$ cat src/rtl/mam_pkg.sv
`timescale 1ns / 1ps
// mam_pkg: widths, reset values, sequencer states and control structs for
// the matrix add/multiply block. No dependencies.
package mam_pkg;

  localparam int unsigned MAX_N_DEF = 8;     // largest supported matrix size
  localparam int unsigned SIZE_W    = 4;     // matrix_size register width
  localparam int unsigned IDX_W     = 3;     // row/col index width
  localparam int unsigned ELEM_W    = 32;    // matrix element width
  localparam int unsigned SUM_W     = 33;    // exact element sum width
  localparam int unsigned PROD_W    = 64;    // dot product width

  localparam logic [SIZE_W-1:0] SIZE_RESET = SIZE_W'(8);

  typedef enum logic [1:0] {
    ST_LOAD,   // taking elements of A then B
    ST_ISSUE,  // one MAC operand pair per cycle
    ST_DRAIN,  // wait for the MAC pipeline to finish
    ST_EMIT    // hand the result to the output register
  } seq_state_e;

  // sequencer -> MAC, aligned with the operand read request
  typedef struct packed {
    logic issue;  // operand pair requested this cycle
    logic first;  // k == 0, restart the accumulator
    logic last;   // k == n-1, result complete after this one
  } mac_ctl_t;

endpackage

$ cat src/rtl/mam_mem.sv
`timescale 1ns / 1ps
// mam_mem: matrix store, one write port and two registered read ports.
// Depends on mam_pkg.
module mam_mem import mam_pkg::*; #(
  parameter int unsigned DEPTH = MAX_N_DEF * MAX_N_DEF,
  parameter int unsigned AW    = 6
) (
  input  logic              clk_i,
  input  logic              we_i,
  input  logic [AW-1:0]     waddr_i,
  input  logic [ELEM_W-1:0] wdata_i,
  input  logic [AW-1:0]     raddr0_i,
  input  logic [AW-1:0]     raddr1_i,
  output logic [ELEM_W-1:0] rdata0_o,
  output logic [ELEM_W-1:0] rdata1_o
);

  logic [ELEM_W-1:0] mem [DEPTH];

  always_ff @(posedge clk_i) begin
    if (we_i) begin
      mem[waddr_i] <= wdata_i;
    end
  end

  always_ff @(posedge clk_i) begin
    rdata0_o <= mem[raddr0_i];
    rdata1_o <= mem[raddr1_i];
  end

endmodule

$ cat config.mk
export PLATFORM = sky130hd
export DESIGN_NAME = mam_mem
export DESIGN_NICKNAME = d
export VERILOG_FILES = /design/src/rtl/mam_pkg.sv /design/src/rtl/mam_mem.sv
export SDC_FILE = /design/constraint.sdc
export NUM_CORES = 2
export LEC_CHECK = 0
export BUFFER_PORTS_ARGS = -buffer_cell sky130_fd_sc_hd__buf_2
export CAP_MARGIN = 20
export CELL_PAD_IN_SITES_DETAIL_PLACEMENT = 0
export CELL_PAD_IN_SITES_GLOBAL_PLACEMENT = 1
export CORE_ASPECT_RATIO = 1.25
export CORE_MARGIN = 2
export CORE_UTILIZATION = 51
export DETAILED_ROUTE_END_ITERATION = 8
export GPL_TIMING_DRIVEN = 0
export PLACE_DENSITY = 0.77
export SLEW_MARGIN = 20
export SYNTH_ARGS = -nofsm -noshare
export SYNTH_HDL_FRONTEND = slang
export SYNTH_SLANG_ARGS = --single-unit
$ cat constraint.sdc
create_clock -name clk_i -period 3.6 [get_ports clk_i]
set_input_delay 0.72 -clock clk_i [delete_from_list [all_inputs] [get_ports clk_i]]
set_output_delay 0.72 -clock clk_i [all_outputs]
set_load 0.005 [all_outputs]
; Yosys cells after proc, flatten, opt, wreduce, memory -nomap -nowiden
; Memory sizes are Yosys's and may differ from the RTL's. A register that Yosys moved wholly into a read port is not among the register bits.
; Cells that the tools add are included.
[word_totals]
register_bits = 0
latchBits = 0
ram_bits = 2048
romBits = 0
in_bits = 52
output_inout_bits = 64
elab_cells = 3
n_memories = 1
[mem_list]
columns = name, depth, word_bits, read_ports, rd_clocked_by_memory_dff, wr, line
row1 = mem, 64, 32, 2, 2, 1, mam_mem.sv:18  ; logic [ELEM_W-1:0] mem [DEPTH];
[classes]
add_sub_neg = 0
multipliers = 0
div = 0
n_lt_le_gt_ge = 0
n_eq_ne = 0
n_shift = 0
mux = 2
bitwise_logic = 0
n_reduce_logical = 0
[ops]
columns = operator, count
row1 = two-way mux 1 bit, 2

; Longest topological paths before layout
[depth]
depth_word = 2
mapped_depth = 10
ltp_nobuf = 5

; Worst setup path before layout
; Ideal clock, no wire load.
[synth_timing]
kind = input to register
from = in waddr_i[3]
to = mem mem[48][0], enable pin
setup_time_ns = 0.461
arrival_time_ns = 3.450
required_time_ns = 3.139
setup_slack_ns = -0.311
cell_stages = 4
path_buffers = 1
path_cell_list = clkbuf_1 -> nor2b_1 -> nand4b_1 -> nor3_1
[synth_rtl]
columns = element, line
row1 = from (decl), mam_mem.sv:10  ; input logic [AW-1:0] waddr_i,
row2 = to (decl), mam_mem.sv:18
; Straight into the memory's write port.

==> impl_results.md <==
* Nets at 4938
* Rows at 177
* Overall routing resource usage at 42.20%
* IO buf count at 103
* Crit path max-delay family: buffers and inverters
* Fmax at 0.2545 GHz
* Remaining DRCs at 0
* Crit path cell chain: clkbuf_2 > clkbuf_1 > buf_8 > clkbuf_1 > o211ai_1 > a21oi_1
* Final setup margin at -329.6 ps
* First-pass GRT wire length at 518200 um
* Clk sinks at 2112
* Max Slew Vio Count at 0
* Crit start category: primary input
* Max-cap violation count at 0
* Initial Util at 51.36%
* CP max FO at 11
* Worst-Skew Late Latency at 900 ps
* Yosys cell types at 38
* CTS tree: built
* Vias at 59512
* Clock power share at 39.9%
* Setup CP Type: primary input to register
* Clock Skews at 37.04 ps
* #FFs+latches synth at 2112
* Grt total ovfl at 0
* RR Startpoint: mem[23][16]
* Vias in the first global route at 56533
* Final period util at 109.2%
* Placed cell area at 103800 sq um
* DRT Pass-1 Iters at 8
* Setup crit end: rdata1_o[1]
* Reg2reg end: rdata1_o[16]
* DR vias/cell at 7.828
* Largest net degree at the start of global routing at 65
* Iteration-0 DRC Markers at 12121
* Failing checks: setup timing
* GP Congestion at 1.055
* Ports at 116
* Clk slew on worst S/H paths at 70 ps
* Dpl hpwl at 277100 um
* Slowest cell on crit path: clkbuf_1
* Number of warning messages in the yosys log at 0
* Routed Antenna Nets at 0
* Post-Synthesis Cells at 4412
* Max VDD drop at 0.5860 mV
* R2R depth at 4
* Sequential fraction of the synthesis area at 65.63%
* Most frequent cells in the layout: 2048 x edfxtp_1, 1124 x mux4_2, 209 x clkbuf_16
* Chip width at 391.4 um
* Syn_nets at 4464
* WP buf/inv at 4
* Status: finished with violations
* P_sw at 13.70 mW
* Post-route cell area at 110800 sq um
* H-tree Lvls at 4
* Number of synthesized flops with an enable pin at 2048
* DR WL/cell at 52.47 um
* Power per cell area at 497.5 nW/um^2
* Crit. Startpoint: raddr1_i[4]
* Min Hold Slack at 367.9 ps
* Syn Area/Cell at 21.68 sq um
* R2R Setup Slk at 830 ps
* Slew headroom at 10.43%
* Required @ worst endpoint at 4340 ps
* Syn Std Cell Area at 95660 sq um
* CTS buffer count at 200
* Core Area at 186300 sq um
* Total negative slack at -5454 ps
* Final Hold Viols at 0
* Lkg Pwr at 35.11 nW
* Post-synth top flop: edfxtp_1
* Asr flop ratio synth at 0%
* Internal power at 41.41 mW
* Combinational share of power at 10.6%
* Crit path arrival time at 4670 ps
* Die Ht at 488.2 um
* Fraction of layout cells with a size suffix above 1 at 41.40%
* HP Class: primary input to register
* Net Sw Frac at 24.86%
* WL final at 398900 um
* Sequential share of power at 49.5%
* Final Util at 59.48%
* Clock Tree Root: clkbuf_16
* Max incr delay on CP at 930 ps
* Finish-stage setup viols at 36
* Crit path depth at 6
* CP endpoint kind: register
* Antenna violations before repair at 41
* Clk buf depth at 3
* # hold bufs at CTS at 0
* Syn-to-layout area delta at 15.81%
* Die ar. at 191100 sq um
* Period minus WS final at 3930 ps
* Worst Tran Pin Value at 1306 ps
* Most common cell on crit path: clkbuf_1
* Commonest non-fill, non-tap cell in the layout: edfxtp_1
Yosys cell counts, types with 11 or more instances:
library cell,instances,share of area [%]
buf_6,11,0.13
o211ai_1,27,0.21
o21ai_1,31,0.16
nor2b_1,19,0.12
dfxtp_1,64,1.3
clkbuf_1,135,0.53
o22ai_1,56,0.37
nor2_1,94,0.37
a21oi_1,58,0.30
mux4_2,1124,26
a22oi_1,85,0.67
a211oi_1,15,0.12
edfxtp_1,2048,64
buf_2,121,0.63
a221oi_1,13,0.12
o221ai_1,16,0.15
mux2i_1,204,2.1
o21ai_0,18,0.094
buf_1,25,0.098
buf_4,55,0.43
mux2_2,36,0.42
nand2_1,93,0.36
worst reg2reg max path, stage by stage (launching register included):
cell,delay (ps)
edfxtp_1,420
mux4_2,480
mux4_2,490
o22ai_1,900
a21oi_1,260
timing repair:
action,in CTS,in global routing
endpoints found under the setup margin,18,15
gates resized for setup,13,22
setup buffers,3,1
gates cloned,0,0
kinds of logic after synthesis:
family	Yosys count	synth area share, %
AOI/OAI and AO/OA	340	2.392
and+or+nand+nor	248	1.133
buffers and inverters	348	1.826
muxes	1364	29.02
DFF	2112	65.63
area by class of cell:
cell class	instances	area, sq um
antenna	38	95.09
buffer	346	1877
clock inverter	129	1267
tap	2506	3136
clock buffer	245	5405
timing repair buffer	273	4469
multi-input combinational	1952	31750
fill	12982	75470
sequential	2112	62780
inverter	1	3.754
through the flow:
stage               setup WS, ps  power, mW  std cells
floorplan                  382.8      30.44       4412
global placement           -2673      33.10       7021
detailed placement         -1182      33.30       7184
CTS                       -4.959      54.60       7560
global route              -3.520      55.76       7569
finish                    -329.6      55.11       7602
metal layers:
metal,vias up,wire (um),track usage (%)
met3,1730,64730,18.64
met4,32,43550,35.83
met2,6295,173300,60.84
met1,30905,116700,48.12
li1,20550,-,-
met5,-,572,1.204
sequential cells by signal, indices dropped and copies added (netlist names):
register / count
mem: 2048
rdata1_o: 32
rdata0_o: 32
power by group through the flow:
stage | logic, mW | registers (mW) | clock network (mW)
after floorplan | 2.61 | 27.8 | 0
after global placement | 5.26 | 27.8 | 0
after detailed placement | 5.46 | 27.8 | 0
after CTS | 5.47 | 27.3 | 21.8
after global routing | 5.74 | 27.3 | 22.7
final | 5.84 | 27.3 | 22.0
how the worst min path moves through the flow:
stage | start | to | slack [ps] | depth (start not counted)
floorplan | mem[36][0] | rdata0_o[0] | 780 | 4
global placement | mem[8][29] | rdata0_o[29] | 1020 | 5
detailed placement | mem[8][29] | rdata0_o[29] | 1020 | 5
CTS | wdata_i[29] | mem[48][29] | 330 | 1
global route | wdata_i[29] | mem[48][29] | 340 | 1
finish | wdata_i[30] | mem[43][30] | 370 | 1
No activity file was read; power rests on OpenSTA's default activity.
