[src/rtl/mam_pkg.sv]
`timescale 1ns / 1ps
// mam_pkg: widths, reset values, sequencer states and control structs for
// the matrix add/multiply block. No dependencies.
package mam_pkg;

  localparam int unsigned MAX_N_DEF = 8;     // largest supported matrix size
  localparam int unsigned SIZE_W    = 4;     // matrix_size register width
  localparam int unsigned IDX_W     = 3;     // row/col index width
  localparam int unsigned ELEM_W    = 32;    // matrix element width
  localparam int unsigned SUM_W     = 33;    // exact element sum width
  localparam int unsigned PROD_W    = 64;    // dot product width

  localparam logic [SIZE_W-1:0] SIZE_RESET = SIZE_W'(8);

  typedef enum logic [1:0] {
    ST_LOAD,   // taking elements of A then B
    ST_ISSUE,  // one MAC operand pair per cycle
    ST_DRAIN,  // wait for the MAC pipeline to finish
    ST_EMIT    // hand the result to the output register
  } seq_state_e;

  // sequencer -> MAC, aligned with the operand read request
  typedef struct packed {
    logic issue;  // operand pair requested this cycle
    logic first;  // k == 0, restart the accumulator
    logic last;   // k == n-1, result complete after this one
  } mac_ctl_t;

endpackage

[src/rtl/mam_mac.sv]
`timescale 1ns / 1ps
// mam_mac: shared multiply-accumulate unit. Operands arrive in the cycle after
// the request in ctl_i; product and sum are each registered. Depends on mam_pkg.
module mam_mac import mam_pkg::*; (
  input  logic                     clk_i,
  input  logic                     rst_ni,
  input  mac_ctl_t                 ctl_i,
  input  logic signed [ELEM_W-1:0] a_i,
  input  logic signed [ELEM_W-1:0] b_i,
  output logic signed [PROD_W-1:0] acc_o,
  output logic                     done_o
);

  mac_ctl_t                 ctl1_q, ctl2_q;
  logic signed [PROD_W-1:0] prod_q;
  logic signed [PROD_W-1:0] acc_q;
  logic                     done_q;

  always_ff @(posedge clk_i or negedge rst_ni) begin
    if (!rst_ni) begin
      ctl1_q <= '0;
      ctl2_q <= '0;
      done_q <= 1'b0;
    end else begin
      ctl1_q <= ctl_i;
      ctl2_q <= ctl1_q;
      done_q <= ctl2_q.issue && ctl2_q.last;
    end
  end

  // operands sign-extend to the 64-bit context
  always_ff @(posedge clk_i) begin
    if (ctl1_q.issue) begin
      prod_q <= a_i * b_i;
    end
    if (ctl2_q.issue) begin
      acc_q <= (ctl2_q.first ? '0 : acc_q) + prod_q;
    end
  end

  assign acc_o  = acc_q;
  assign done_o = done_q;

endmodule

[config.mk]
export PLATFORM = sky130hd
export DESIGN_NAME = mam_mac
export DESIGN_NICKNAME = d
export VERILOG_FILES = /design/src/rtl/mam_pkg.sv /design/src/rtl/mam_mac.sv
export SDC_FILE = /design/constraint.sdc
export NUM_CORES = 2
export LEC_CHECK = 0
export BUFFER_PORTS_ARGS = -buffer_cell sky130_fd_sc_hd__buf_2
export CAP_MARGIN = 20
export CORE_MARGIN = 5
export CORE_UTILIZATION = 65
export CTS_CLUSTER_SIZE = 8
export DETAILED_ROUTE_END_ITERATION = 10
export GPL_TIMING_DRIVEN = 0
export PLACE_DENSITY_LB_ADDON = 0.08
export SYNTH_ARGS = -nofsm -noshare
export SYNTH_HDL_FRONTEND = slang
export SYNTH_SLANG_ARGS = --single-unit
export TNS_END_PERCENT = 1
[constraint.sdc]
create_clock -name clk_i -period 4.16 [get_ports clk_i]
set_input_delay 0.208 -clock clk_i [delete_from_list [all_inputs] [get_ports clk_i]]
set_output_delay 0.208 -clock clk_i [all_outputs]
set_load 0.05 [all_outputs]
-- Word level (Yosys, flattened, before mapping)
Index checks and enable logic that the tools add are counted.
- multiply operators: 1
- $add $sub $neg: 1
- mux-type cells: 1
- reductions and logical operators: 1
- operators by type and width (operator ; count):
    adder 64 bit ; 1
    multiplier 32 x 32 -> 64 bit ; 1
    2-to-1 mux 64 bit ; 1
    logical AND 1 bit ; 1
- register bits: 135
- output and inout port bits: 65
- bits of input ports: 69
- word-level logic and storage cells: 13

-- Depth between registers and ports, before layout
- word-level depth: 2
- gate-level depth with buffers: 29
- depth with buffers taken out: 27

-- Least setup slack after synthesis
No wires, ideal clock.
- path type: input to register
- from: input b_i[2]
- to: register prod_q[62] (data pin)
- buffers on the path: 1
- data required time: 3.898 ns
- arrival time: 7.333 ns
- setup time: 0.262 ns
- cell stages on the path: 23
- path slack: -3.435 ns
- cells stage by stage: clkbuf_1 nand2_1 inv_1 fa_1 fa_1 fa_1 fa_1 inv_1 fa_1 inv_1 fa_1 fa_1 fa_1 ha_1 a21o_1 a21o_1 a21o_1 a21oi_1 nand3_1 or3b_1 a31oi_1 o21ai_1 xor2_1
- cells in the longest elaborated chain, start to end: 1
- ends and longest elaborated chain (item ; line ; source):
    start: declaration ; mam_mac.sv:9 ; input logic signed [ELEM_W-1:0] b_i,
    multiplier 32 x 32 -> 64 bit ; mam_mac.sv:34 ; prod_q <= a_i * b_i;
    end signal: assignment ; mam_mac.sv:34 ;
    end: declaration ; mam_mac.sv:15 ; logic signed [PROD_W-1:0] prod_q;
No other way between the ends.
A chain may end at the register's enable or synchronous reset.

-- Final worst setup path
- from: input a_i[31]
- to: register prod_q[62] (data pin)
- cells in the longest elaborated chain, start to end: 1
- ends and longest elaborated chain (item ; line ; source):
    start: declaration ; mam_mac.sv:8 ; input logic signed [ELEM_W-1:0] a_i,
    multiplier 32 x 32 -> 64 bit ; mam_mac.sv:34 ;
No other way between the ends.

==> results.json <==
{
  "synthTopCellsByArea": "fa_1 (49%), edfxtp_1 (8.7%), inv_1 (8.2%), and2_1 (7.4%), ha_1 (7.0%)",
  "cp_max_fo": 8,
  "critical-path-top-delay-family": "adder cells",
  "rows": 95,
  "ys_seq_elements": 135,
  "synth-edff-count": 128,
  "synth_cell_type_count": 74,
  "numPortBuffers": 133,
  "place_congestion": 1.101,
  "cts_tree": "yes",
  "outcome": "complete, but fails checks",
  "reg2reg_slack_ns": 0.22,
  "synth_cells": 4573,
  "dieWidth_um": 270.5,
  "synth_top_area_share_pct": 49.17,
  "slew_violations": 0,
  "hold_path.class": "in2async",
  "cts.sinks": 135,
  "first_iter_violations": 3980,
  "nets": 6224,
  "die_area_um2": 73150,
  "worst_r2r_endpoint": "acc_o[60]",
  "maxCapViolations": 0,
  "relSlewSlack_pct": 28.57,
  "fmax_mhz": 136.1,
  "ant_nets": 0,
  "yosys_warnings": 0,
  "rr_worst_depth": 14,
  "grtUsageTotal_pct": 41.82,
  "cp-end-kind": "flop",
  "viasPerCell": 6.004,
  "worstReg2RegStart": "ctl2_q[1]",
  "htree_levels": 4,
  "worstPathRequired_ns": 4.35,
  "ioPinCount": 134,
  "crit_buf_inv": 5,
  "timing.final.ws_setup_ns": -3.186,
  "drt_first_pass_iters": 9,
  "ys_seq_area_share_pct": 9.114,
  "route.detailed.drc": 0,
  "hpwl_um": 118200,
  "cts_buffer_depth": 2,
  "syn-cell-area_um2": 44090,
  "skew_ns": 0.01120,
  "period_share_pct": 176.6,
  "cpMostUsedCell": "fa_1",
  "routedWlPerCell_um": 26.39,
  "fillers": 4971,
  "die_h_um": 270.5,
  "grt.overflow.total": 0,
  "async_flop_share_pct": 5.185,
  "grt_pass1_wl_um": 225400,
  "hold_violations": 0,
  "grt_max_degree": 46,
  "worst_setup_path_start_kind": "primary input",
  "rsz0062_at_grt": "yes",
  "grt_pass1_vias": 36433,
  "min_period_ns": 7.346,
  "syn_avg_cell_area_um2": 9.642,
  "start_util_pct": 65.54,
  "antenna_found_initial": 13,
  "drive_gt1_share_pct": 14.22,
  "critical-path-max-stage-delay_ns": 0.71,
  "cp_num_cells": 25,
  "clk_pin_slew_ns": 0.07,
  "cp.arrival_ns": 7.53,
  "clk_latency_ns": 0.44,
  "area_growth_pct": 13.21,
  "synth_flop_cell": "edfxtp_1",
  "final_common_cell": "fa_1",
  "final_cell_mix": "fa_1 (1027), inv_1 (950), nand2_1 (556)",
  "worstMarginPinSlew_ns": 1.071,
  "clockRootBuffer": "clkbuf_16",
  "syn_nets": 5972,
  "vias": 34345,
  "pre_cts_slack_ns": -4.978,
  "cts_made_buffers": 17,
  "finalSetupViolations": 56,
  "failed_checks": "setup timing",
  "synth_largest_area_cell": "fa_1",
  "cp_slowest_cell": "fa_2",
  "crit_type": "in2reg",
  "core_um2": 67280,
  "wirelength_um": 151000
}
==> flip-flops by register name (all words and copies together) (netlist names) <==
register  cells
acc_o        64
done_o        1
ctl2_q        3
prod_q       64
ctl1_q        3
==> cell usage after synthesis (all sizes together) (21+ instances only) <==
cell type	number
a21oi	131
fa	1083
o21ai	83
clkbuf	226
nor2	86
nand4	21
edfxtp	128
nand3	23
nor2b	78
a31oi	22
a21o	84
inv	963
ha	247
xnor2	93
and2	523
nand2	562
xor2	38
==> routing by layer <==
metal  share of wire (%)  GRT usage (%)  vias up
met5              0.0060              0        -
met4                 7.6          22.09        2
met3                  15          17.81      597
met2                  41          60.27     2442
met1                  36          54.25    17108
li1                    -              -    14196
==> logic make-up (layout without fill, tap and decap cells) <==
family,Yosys count,in the layout,share of synthesized area (%)
AO/OA/AOI/OAI,421,421,6.282
XOR/XNOR,131,131,2.602
AND/OR/NAND/NOR,1364,1364,15.68
flip-flops,135,135,9.114
buffers and inverters,1192,1457,10.15
adder cells (fa/ha/maj),1330,1330,56.18
other,0,9,0
==> repair_timing <==
item / 4_1_cts / 5_1_grt
resized for setup: 638 / 76
pin swaps: 112 / 25
cloned: 3 / 0
endpoints found under the setup margin: 84 / 69
hold buffers: 4 / 0
hold endpoints to repair: 10 / 0
setup buffers: 90 / 10
==> worst max path at each step <==
| stage | startpoint | end | slack, ns |
|---|---|---|---|
| 3_3_place_gp | b_i[8] | prod_q[63] | -4.91 |
| 4_1_cts | b_i[7] | prod_q[62] | -2.97 |
| 2_1_floorplan | a_i[31] | prod_q[62] | -3.12 |
| 6_report | a_i[31] | prod_q[62] | -3.19 |
| 3_5_place_dp | b_i[8] | prod_q[63] | -4.98 |
| 5_1_grt | a_i[31] | prod_q[63] | -3.32 |
==> area by class of cell <==
type | instances | area [um^2] | share of cell area [%]
multi-input combinational | 3246 | 36550 | 73.22
antenna | 9 | 22.52 | 0.04512
clock inverter | 15 | 156.4 | 0.3133
timing repair buffer | 242 | 1768 | 3.542
sequential | 135 | 4021 | 8.056
clock buffer | 17 | 425.4 | 0.8522
buffer | 219 | 2247 | 4.501
tap | 873 | 1092 | 2.188
inverter | 964 | 3633 | 7.279
==> per-stage QoR <==
stage	TNS (ns)	hold WS [ns]	cell area (um^2)	util, %	cells
6_report	-130.87	0.1257	49920	74.20	5720
5_1_grt	-138.48	0.1430	49900	74.17	5712
4_1_cts	-123.66	0.1147	49570	73.69	5701
3_5_place_dp	-217.08	0.04747	45980	68.35	5581
3_3_place_gp	-214.09	0.04101	45940	68.29	5579
2_1_floorplan	-125.73	-0.08759	44180	-	4573
Power is not shown: default switching activity piles up to over one toggle a cycle in this logic, so the estimate is an artifact.
