$ cat src/rtl/mam_pkg.sv
`timescale 1ns / 1ps
// mam_pkg: widths, reset values, sequencer states and control structs for
// the matrix add/multiply block. No dependencies.
package mam_pkg;

  localparam int unsigned MAX_N_DEF = 8;     // largest supported matrix size
  localparam int unsigned SIZE_W    = 4;     // matrix_size register width
  localparam int unsigned IDX_W     = 3;     // row/col index width
  localparam int unsigned ELEM_W    = 32;    // matrix element width
  localparam int unsigned SUM_W     = 33;    // exact element sum width
  localparam int unsigned PROD_W    = 64;    // dot product width

  localparam logic [SIZE_W-1:0] SIZE_RESET = SIZE_W'(8);

  typedef enum logic [1:0] {
    ST_LOAD,   // taking elements of A then B
    ST_ISSUE,  // one MAC operand pair per cycle
    ST_DRAIN,  // wait for the MAC pipeline to finish
    ST_EMIT    // hand the result to the output register
  } seq_state_e;

  // sequencer -> MAC, aligned with the operand read request
  typedef struct packed {
    logic issue;  // operand pair requested this cycle
    logic first;  // k == 0, restart the accumulator
    logic last;   // k == n-1, result complete after this one
  } mac_ctl_t;

endpackage

$ cat src/rtl/mam_seq.sv
`timescale 1ns / 1ps
// mam_seq: size register, load counters and the compute sequencer that walks
// i, j, k and drives the stores and the MAC. Depends on mam_pkg.
module mam_seq import mam_pkg::*; #(
  parameter int unsigned MAX_N = MAX_N_DEF,
  parameter int unsigned AW    = 6
) (
  input  logic              clk_i,
  input  logic              rst_ni,
  input  logic              cfg_we_i,
  input  logic [SIZE_W-1:0] cfg_data_i,
  input  logic              in_valid_i,
  output logic              in_ready_o,
  input  logic              mac_done_i,
  input  logic              out_free_i,
  output mac_ctl_t          mac_ctl_o,
  output logic              emit_o,
  output logic              we_a_o,
  output logic              we_b_o,
  output logic [AW-1:0]     waddr_o,
  output logic [AW-1:0]     raddr_a_o,
  output logic [AW-1:0]     raddr_b_o,
  output logic [AW-1:0]     raddr_c_o,
  output logic [IDX_W-1:0]  row_o,
  output logic [IDX_W-1:0]  col_o,
  output logic              last_o
);

  localparam logic [AW-1:0]     ROW_STRIDE = AW'(MAX_N);
  localparam logic [SIZE_W-1:0] SIZE_MAX   = SIZE_W'(MAX_N);

  seq_state_e        state_q, state_d;
  logic [SIZE_W-1:0] size_q;
  logic [SIZE_W-1:0] n_eff;
  logic [IDX_W-1:0]  nm1;
  logic              phase_q, phase_d;          // 0: loading A, 1: loading B
  logic [IDX_W-1:0]  lr_q, lr_d, lc_q, lc_d;
  logic [IDX_W-1:0]  i_q, i_d, j_q, j_d, k_q, k_d;
  logic              accept;
  logic              load_done;
  logic              k_last, j_last, i_last;

  always_comb begin
    n_eff = size_q;
    if (size_q == '0) begin
      n_eff = SIZE_W'(1);
    end else if (size_q > SIZE_MAX) begin
      n_eff = SIZE_MAX;
    end
  end
  assign nm1 = IDX_W'(n_eff - SIZE_W'(1));

  assign accept    = in_valid_i && in_ready_o;
  assign load_done = accept && phase_q && (lr_q == nm1) && (lc_q == nm1);
  assign k_last    = (k_q == nm1);
  assign j_last    = (j_q == nm1);
  assign i_last    = (i_q == nm1);

  // next state
  always_comb begin
    state_d = state_q;
    unique case (state_q)
      ST_LOAD:  if (load_done)  state_d = ST_ISSUE;
      ST_ISSUE: if (k_last)     state_d = ST_DRAIN;
      ST_DRAIN: if (mac_done_i) state_d = ST_EMIT;
      ST_EMIT: begin
        if (out_free_i) begin
          state_d = (i_last && j_last) ? ST_LOAD : ST_ISSUE;
        end
      end
      default:                  state_d = ST_LOAD;
    endcase
  end

  // outputs
  always_comb begin
    in_ready_o      = 1'b0;
    emit_o          = 1'b0;
    mac_ctl_o       = '0;
    unique case (state_q)
      ST_LOAD:  in_ready_o = 1'b1;
      ST_ISSUE: begin
        mac_ctl_o.issue = 1'b1;
        mac_ctl_o.first = (k_q == '0);
        mac_ctl_o.last  = k_last;
      end
      ST_DRAIN: ;
      ST_EMIT:  emit_o = out_free_i;
      default:  ;
    endcase
  end

  // counters
  always_comb begin
    phase_d = phase_q;
    lr_d    = lr_q;
    lc_d    = lc_q;
    i_d     = i_q;
    j_d     = j_q;
    k_d     = k_q;
    if (cfg_we_i) begin
      phase_d = 1'b0;
      lr_d    = '0;
      lc_d    = '0;
    end else if (accept) begin
      if (lc_q == nm1) begin
        lc_d = '0;
        if (lr_q == nm1) begin
          lr_d    = '0;
          phase_d = !phase_q;
        end else begin
          lr_d = lr_q + IDX_W'(1);
        end
      end else begin
        lc_d = lc_q + IDX_W'(1);
      end
    end
    if (state_q == ST_ISSUE) begin
      k_d = k_last ? '0 : k_q + IDX_W'(1);
    end
    if (emit_o) begin
      if (j_last) begin
        j_d = '0;
        i_d = i_last ? '0 : i_q + IDX_W'(1);
      end else begin
        j_d = j_q + IDX_W'(1);
      end
    end
  end

  always_ff @(posedge clk_i or negedge rst_ni) begin
    if (!rst_ni) begin
      state_q <= ST_LOAD;
      size_q  <= SIZE_RESET;
      phase_q <= 1'b0;
      lr_q    <= '0;
      lc_q    <= '0;
      i_q     <= '0;
      j_q     <= '0;
      k_q     <= '0;
    end else begin
      state_q <= state_d;
      if (cfg_we_i) begin
        size_q <= cfg_data_i;
      end
      phase_q <= phase_d;
      lr_q    <= lr_d;
      lc_q    <= lc_d;
      i_q     <= i_d;
      j_q     <= j_d;
      k_q     <= k_d;
    end
  end

  assign we_a_o    = accept && !phase_q;
  assign we_b_o    = accept && phase_q;
  assign waddr_o   = AW'(lr_q) * ROW_STRIDE + AW'(lc_q);
  assign raddr_a_o = AW'(i_q) * ROW_STRIDE + AW'(k_q);
  assign raddr_b_o = AW'(k_q) * ROW_STRIDE + AW'(j_q);
  assign raddr_c_o = AW'(i_q) * ROW_STRIDE + AW'(j_q);
  assign row_o     = i_q;
  assign col_o     = j_q;
  assign last_o    = i_last && j_last;

endmodule

$ cat config.mk
export PLATFORM = sky130hd
export DESIGN_NAME = mam_seq
export DESIGN_NICKNAME = d
export VERILOG_FILES = /design/src/rtl/mam_pkg.sv /design/src/rtl/mam_seq.sv
export SDC_FILE = /design/constraint.sdc
export NUM_CORES = 1
export LEC_CHECK = 0
export BUFFER_PORTS_ARGS = -buffer_cell sky130_fd_sc_hd__buf_2
export CAP_MARGIN = 15
export CORE_ASPECT_RATIO = 0.9
export CORE_MARGIN = 4
export CORE_UTILIZATION = 52
export DETAILED_ROUTE_END_ITERATION = 10
export GPL_ROUTABILITY_DRIVEN = 0
export HOLD_SLACK_MARGIN = 0.08
export PLACE_DENSITY = 0.8
export SLEW_MARGIN = 20
export SYNTH_ARGS = -nofsm -noshare
export SYNTH_HDL_FRONTEND = slang
export SYNTH_SLANG_ARGS = --single-unit
$ cat constraint.sdc
create_clock -name clk_i -period 3.5 [get_ports clk_i]
set_input_delay 0.175 -clock clk_i [delete_from_list [all_inputs] [get_ports clk_i]]
set_output_delay 0.175 -clock clk_i [all_outputs]
set_load 0.1 [all_outputs]
======== Word level (Yosys, flattened, before mapping) ========
Cells that the tools add are included.
operators by class
  add/subtract/negate cells ............... 10
  multiply operators ...................... 0
  divide/modulo/power cells ............... 0
  order comparisons ....................... 1
  equality and inequality tests ........... 12
  shift-type cells ........................ 0
  multiplexer cells ....................... 25
  bitwise operators ....................... 0
  reductions and logical operators ........ 17
operators by type and width
  operator                                          count
  2-to-1 mux 3 bit                                  13
  adder 6 x 3 -> 6 bit                              4
  adder 3 x 1 -> 3 bit, second input constant       5
  == test 3 bit                                     5
  2-to-1 mux 2 bit                                  4
  inequality test 2 bit, second input constant      4
  case mux 2 bit (4 select lines)                   1
  2-to-1 mux 1 bit                                  7
  logical AND 1 bit                                 6
  nonzero test 2 bit                                3
  == test 2 bit, second input constant              2
  > comparator 4 bit, second input constant         1
  zero test 4 bit                                   1
  AND reduction 2 bit                               2
  AND reduction 4 bit                               1
  zero test 3 bit                                   1
  AND reduction 3 bit                               1
  subtractor 3 x 1 -> 3 bit, second input constant  1
  == test 2 x 1 -> 1 bit, second input constant     1
  zero test 2 bit                                   1
  zero test 1 bit                                   1
storage, ports and cells
  flip-flop bits (word level) ............. 22
  latch bits .............................. 0
  bits in writable memories ............... 0
  memory bits (read-only) ................. 0
  input bits .............................. 10
  output and inout bits ................... 38
  word-level logic and storage cells ...... 73
  memories kept ........................... 0

======== Depth between registers and ports, before layout ========
  depth after elaboration ................. 9
  gate-level depth with buffers ........... 10
  gate-level depth less buffers ........... 10

======== Least setup slack after synthesis ========
Ideal clock, no wire load.
  path type ............................... register to output
  start ................................... register state_q[0]
  end ..................................... output we_a_o
  data arrival time ....................... 3.169 ns
  required time ........................... 3.325 ns
  slack ................................... 0.156 ns
  stages on the path, launching flop included .. 6
  buffers on the path ..................... 1
  path through ............................ dfrtp_1 > inv_1 > ha_1 > clkbuf_1 > nand2_1 > nor2_1
on the way
  word-level cells in the longest chain between the ends .. 4
RTL lines
  what                    line            text
  start, declared         mam_seq.sv:32   seq_state_e state_q, state_d;
  start signal, assigned  mam_seq.sv:142  state_q <= state_d;
  zero test 2 bit         mam_seq.sv:80   unique case (state_q)
  2-to-1 mux 1 bit        mam_seq.sv:80
  via in_ready_o          mam_seq.sv:13   output logic in_ready_o,
  logical AND 1 bit       mam_seq.sv:53   assign accept = in_valid_i && in_ready_o;
  logical AND 1 bit       mam_seq.sv:155  assign we_a_o = accept && !phase_q;
  end, declared           mam_seq.sv:18   output logic we_a_o,
The timed path passes the listed nets, and every way through them passes these cells.

======== Worst setup path in the final report ========
  start ................................... register size_q[2]
  end ..................................... output last_o
on the way
  word-level cells in the longest chain between the ends .. 6
  elaborated cells between the ends (all ways) .. 8
  classes of those cells .................. add/sub: 1; order compare: 1; eq/ne: 2; mux: 2; reduce/logical: 2
RTL lines
  what                              line                          text
  start, declared                   mam_seq.sv:33                 logic [SIZE_W-1:0] size_q;
  start signal, assigned            mam_seq.sv:144                size_q <= cfg_data_i;
  > comparator 4 bit                mam_seq.sv:47                 end else if (size_q > SIZE_MAX) begin
  2-to-1 mux 3 bit                  mam_seq.sv:47
  2-to-1 mux 3 bit (*)              mam_seq.sv:45                 if (size_q == '0) begin
  subtractor 3 x 1 -> 3 bit (*)     mam_seq.sv:51                 assign nm1 = IDX_W'(n_eff - SIZE_W'(1));
  == test 3 bit (on tied branches)  mam_seq.sv:57, mam_seq.sv:56
  logical AND 1 bit (*)             mam_seq.sv:163                assign last_o = i_last && j_last;
  end, declared                     mam_seq.sv:26                 output logic last_o
Mark *: on every way between the ends. The rest lies on a longest branch, timed or not.

==> metrics.cfg <==
[finish]
fin_util_pct=61.9
synthToLayoutAreaGrowth_pct=15.1
antenna_cells=0
drive_gt1_share_pct=30.5
nNetsFinal=232

[grt]
grt-ovfl-total=0
grt_max_degree=23
antenna_found_initial=0
grt_pass1_wl_um=5900
track_usage_pct=19.0
grt_pass1_vias=1273

[die]
dieArea_mm2=0.00411
fp.dieH_um=61.2
die_x_um=67.1
io-pin-count=48
rows=19
coreArea_mm2=0.00304
start_util_pct=53.8

[sta]
finalCritPeriodShare_pct=88.0
hold_violations=0
slew_headroom_pct=66.4
setup-violations-final=0
fin_crit_ns=3.08
tightestPinTransition_ns=0.504
final-max-slew-violation-count=0
fin_setup_tns_ns=0
rsz0062_at_grt=no
worst_clock_skew_ns=0.0137
fmax_ghz=0.325

[critical_path]
slowest_delay_ns=0.44
endpoint=last_o
crit_family=simple AND/OR/NAND/NOR gates
cp_max_fo=5
critPathSlowestCell=dfrtp_1
crit_path_cell_trace=o21ba_2 > nor2_1 > inv_1 > ha_1 > inv_1 > xnor3_1 > or3_1 > nor2_1 > buf_2
critPathLaunch=size_q[2]
path_depth=9
rr_startpoint=size_q[2]
r2r_cells=10
cp_data_required_time_ns=3.32
crit_type=reg -> out
cp-end-kind=output port
worst-path-buf-inv=3
crit_path_start_kind=flop
rrSetupSlack_ns=0.76
timing.rr.end=state_q[1]
crit_arrival_ns=2.90

[clock_tree]
htreeDepth=1
clock-root-buffer=clkbuf_4
clock_latency_ns=0.32
cts_tree=yes
cts_inserted_buffers=3
clock-sinks=22
clkTransAtPathRegs_ns=0.14
clockBufferDepth=2
cts_setup_buffers=0

[logic_synthesis]
ys.flop_type=dfrtp_1
synth_cells=175
yosysSeqAreaShare_pct=33.7
synth_edf_count=0
synthArstFlopShare_pct=100
synth_area_per_cell_um2=9.35
yosysWarnings=0
synth-seq-cells=22
synth_top_area_share_pct=32.1
syn_nets=196
synth_area_mm2=0.00164
yosysUniqueCellTypes=45
synthTopCellsByArea=dfrtp_1 (32%), ha_1 (8.4%), buf_4 (6.9%)
synth_top_area_cell=dfrtp_1

[place]
port_buffers=47
dpl.hpwl_um=2640

[min_path]
min_from=cfg_we_i
min_path_type=in -> reg

[routing]
drcViolationCount=0
initialDrtViolationCount=53
wl_per_cell_um=13.6
ant_nets=0
drt_pass1_iterations=4
routed_via_density=5.30
totalWireLength_um=3420
num_vias=1335

[outcome]
run_status=complete, no violations

[run]
cap_violations=0

cells in the final DEF, fill, tap and decap left out, drive strengths merged, types with 2 or more instances in the layout:
cell type     n
or3           3
nand2b        2
and3          2
nand2        19
a21oi         8
nor3          5
ha           11
nand4         2
xnor3         4
o21ai        10
nand3         6
o22ai         4
nor2         10
dlygate4sd3   5
xor2          3
inv          12
clkbuf        3
mux2i         2
dfrtp        21
buf          47
a32oi         2
xnor2         5
nand3b        2
mux2          5
worst register-to-register path, stage by stage, from the launching register on:
cell and delay [ns]:
dfrtp_1 0.44, o21ba_2 0.24, nor2_1 0.15, inv_1 0.06, ha_1 0.26, inv_1 0.10
xnor3_1 0.37, or3_4 0.38, o31ai_4 0.23, nand2_2 0.09, mux2_4 0.30
metal layers:
metal / vias up / global-route usage (%) / part of all wire, %
li1: 664 / - / -
met1: 632 / 25.3 / 48
met2: 37 / 30.1 / 45
met3: 2 / 5.11 / 6.1
met4: 0 / 6.65 / 0.88
met5: - / 0 / 0
what timing repair did:
| item | in CTS | in global routing |
|---|---|---|
| resized for setup | 0 | 0 |
| endpoints found under the hold margin | 25 | 0 |
| hold buffers | 5 | 0 |
registers in the layout, indices dropped and copies added, names as in the netlist:
| name | cells |
|---|---|
| phase_q | 1 |
| state_q | 2 |
| lc_q | 3 |
| row_o | 3 |
| size_q | 4 |
| k_q | 3 |
| lr_q | 3 |
| col_o | 3 |
cells by family after synthesis:
family | after synthesis | share of synthesized area [%]
compound gates | 34 | 14.2
fa+ha+maj | 11 | 8.41
mux | 7 | 4.89
flops | 22 | 33.7
simple gates | 56 | 17.4
xor+xnor | 12 | 9.79
buf+inv | 33 | 11.5
worst min-delay path by stage:
stage / end / slack, ns / cells past startpoint
3_3_place_gp: k_q[2] / 0.17 / 1
2_1_floorplan: col_o[0] / -0.12 / 0
5_1_grt: lr_q[2] / 0.15 / 2
3_5_place_dp: k_q[2] / 0.17 / 1
6_report: lr_q[2] / 0.15 / 2
4_1_cts: lr_q[2] / 0.15 / 2
final cells by class:
cell class | instances | area, um^2
fill | 298 | 1160
multi-input combinational | 120 | 896
sequential | 22 | 552
timing repair buffer | 52 | 285
tap | 42 | 52.6
inverter | 12 | 45.0
clock inverter | 1 | 30.0
clock buffer | 3 | 22.5
cell usage after synthesis, drive strengths merged (2+ instances only):
cell / number
a21oi: 8
a32oi: 2
and3: 2
buf: 17
clkbuf: 4
dfrtp: 21
ha: 11
inv: 12
mux2: 5
mux2i: 2
nand2: 19
nand2b: 2
nand3: 6
nand3b: 2
nand4: 2
nor2: 10
nor3: 5
o21ai: 10
o22ai: 4
or3: 3
xnor2: 5
xnor3: 4
xor2: 3
per-stage QoR:
stage	setup slack [ns]	std cells	cell area, um^2	hold slack, ns
3_3_place_gp	0.835	243	1780	0.168
5_1_grt	0.181	252	1880	0.154
2_1_floorplan	0.156	175	1640	-0.121
6_report	0.421	252	1880	0.151
3_5_place_dp	0.788	243	1780	0.168
4_1_cts	0.403	252	1880	0.148
Power is left out: the tool's default activity adds up to more than one toggle a clock period on the data nets, which glitch-free logic cannot reach.
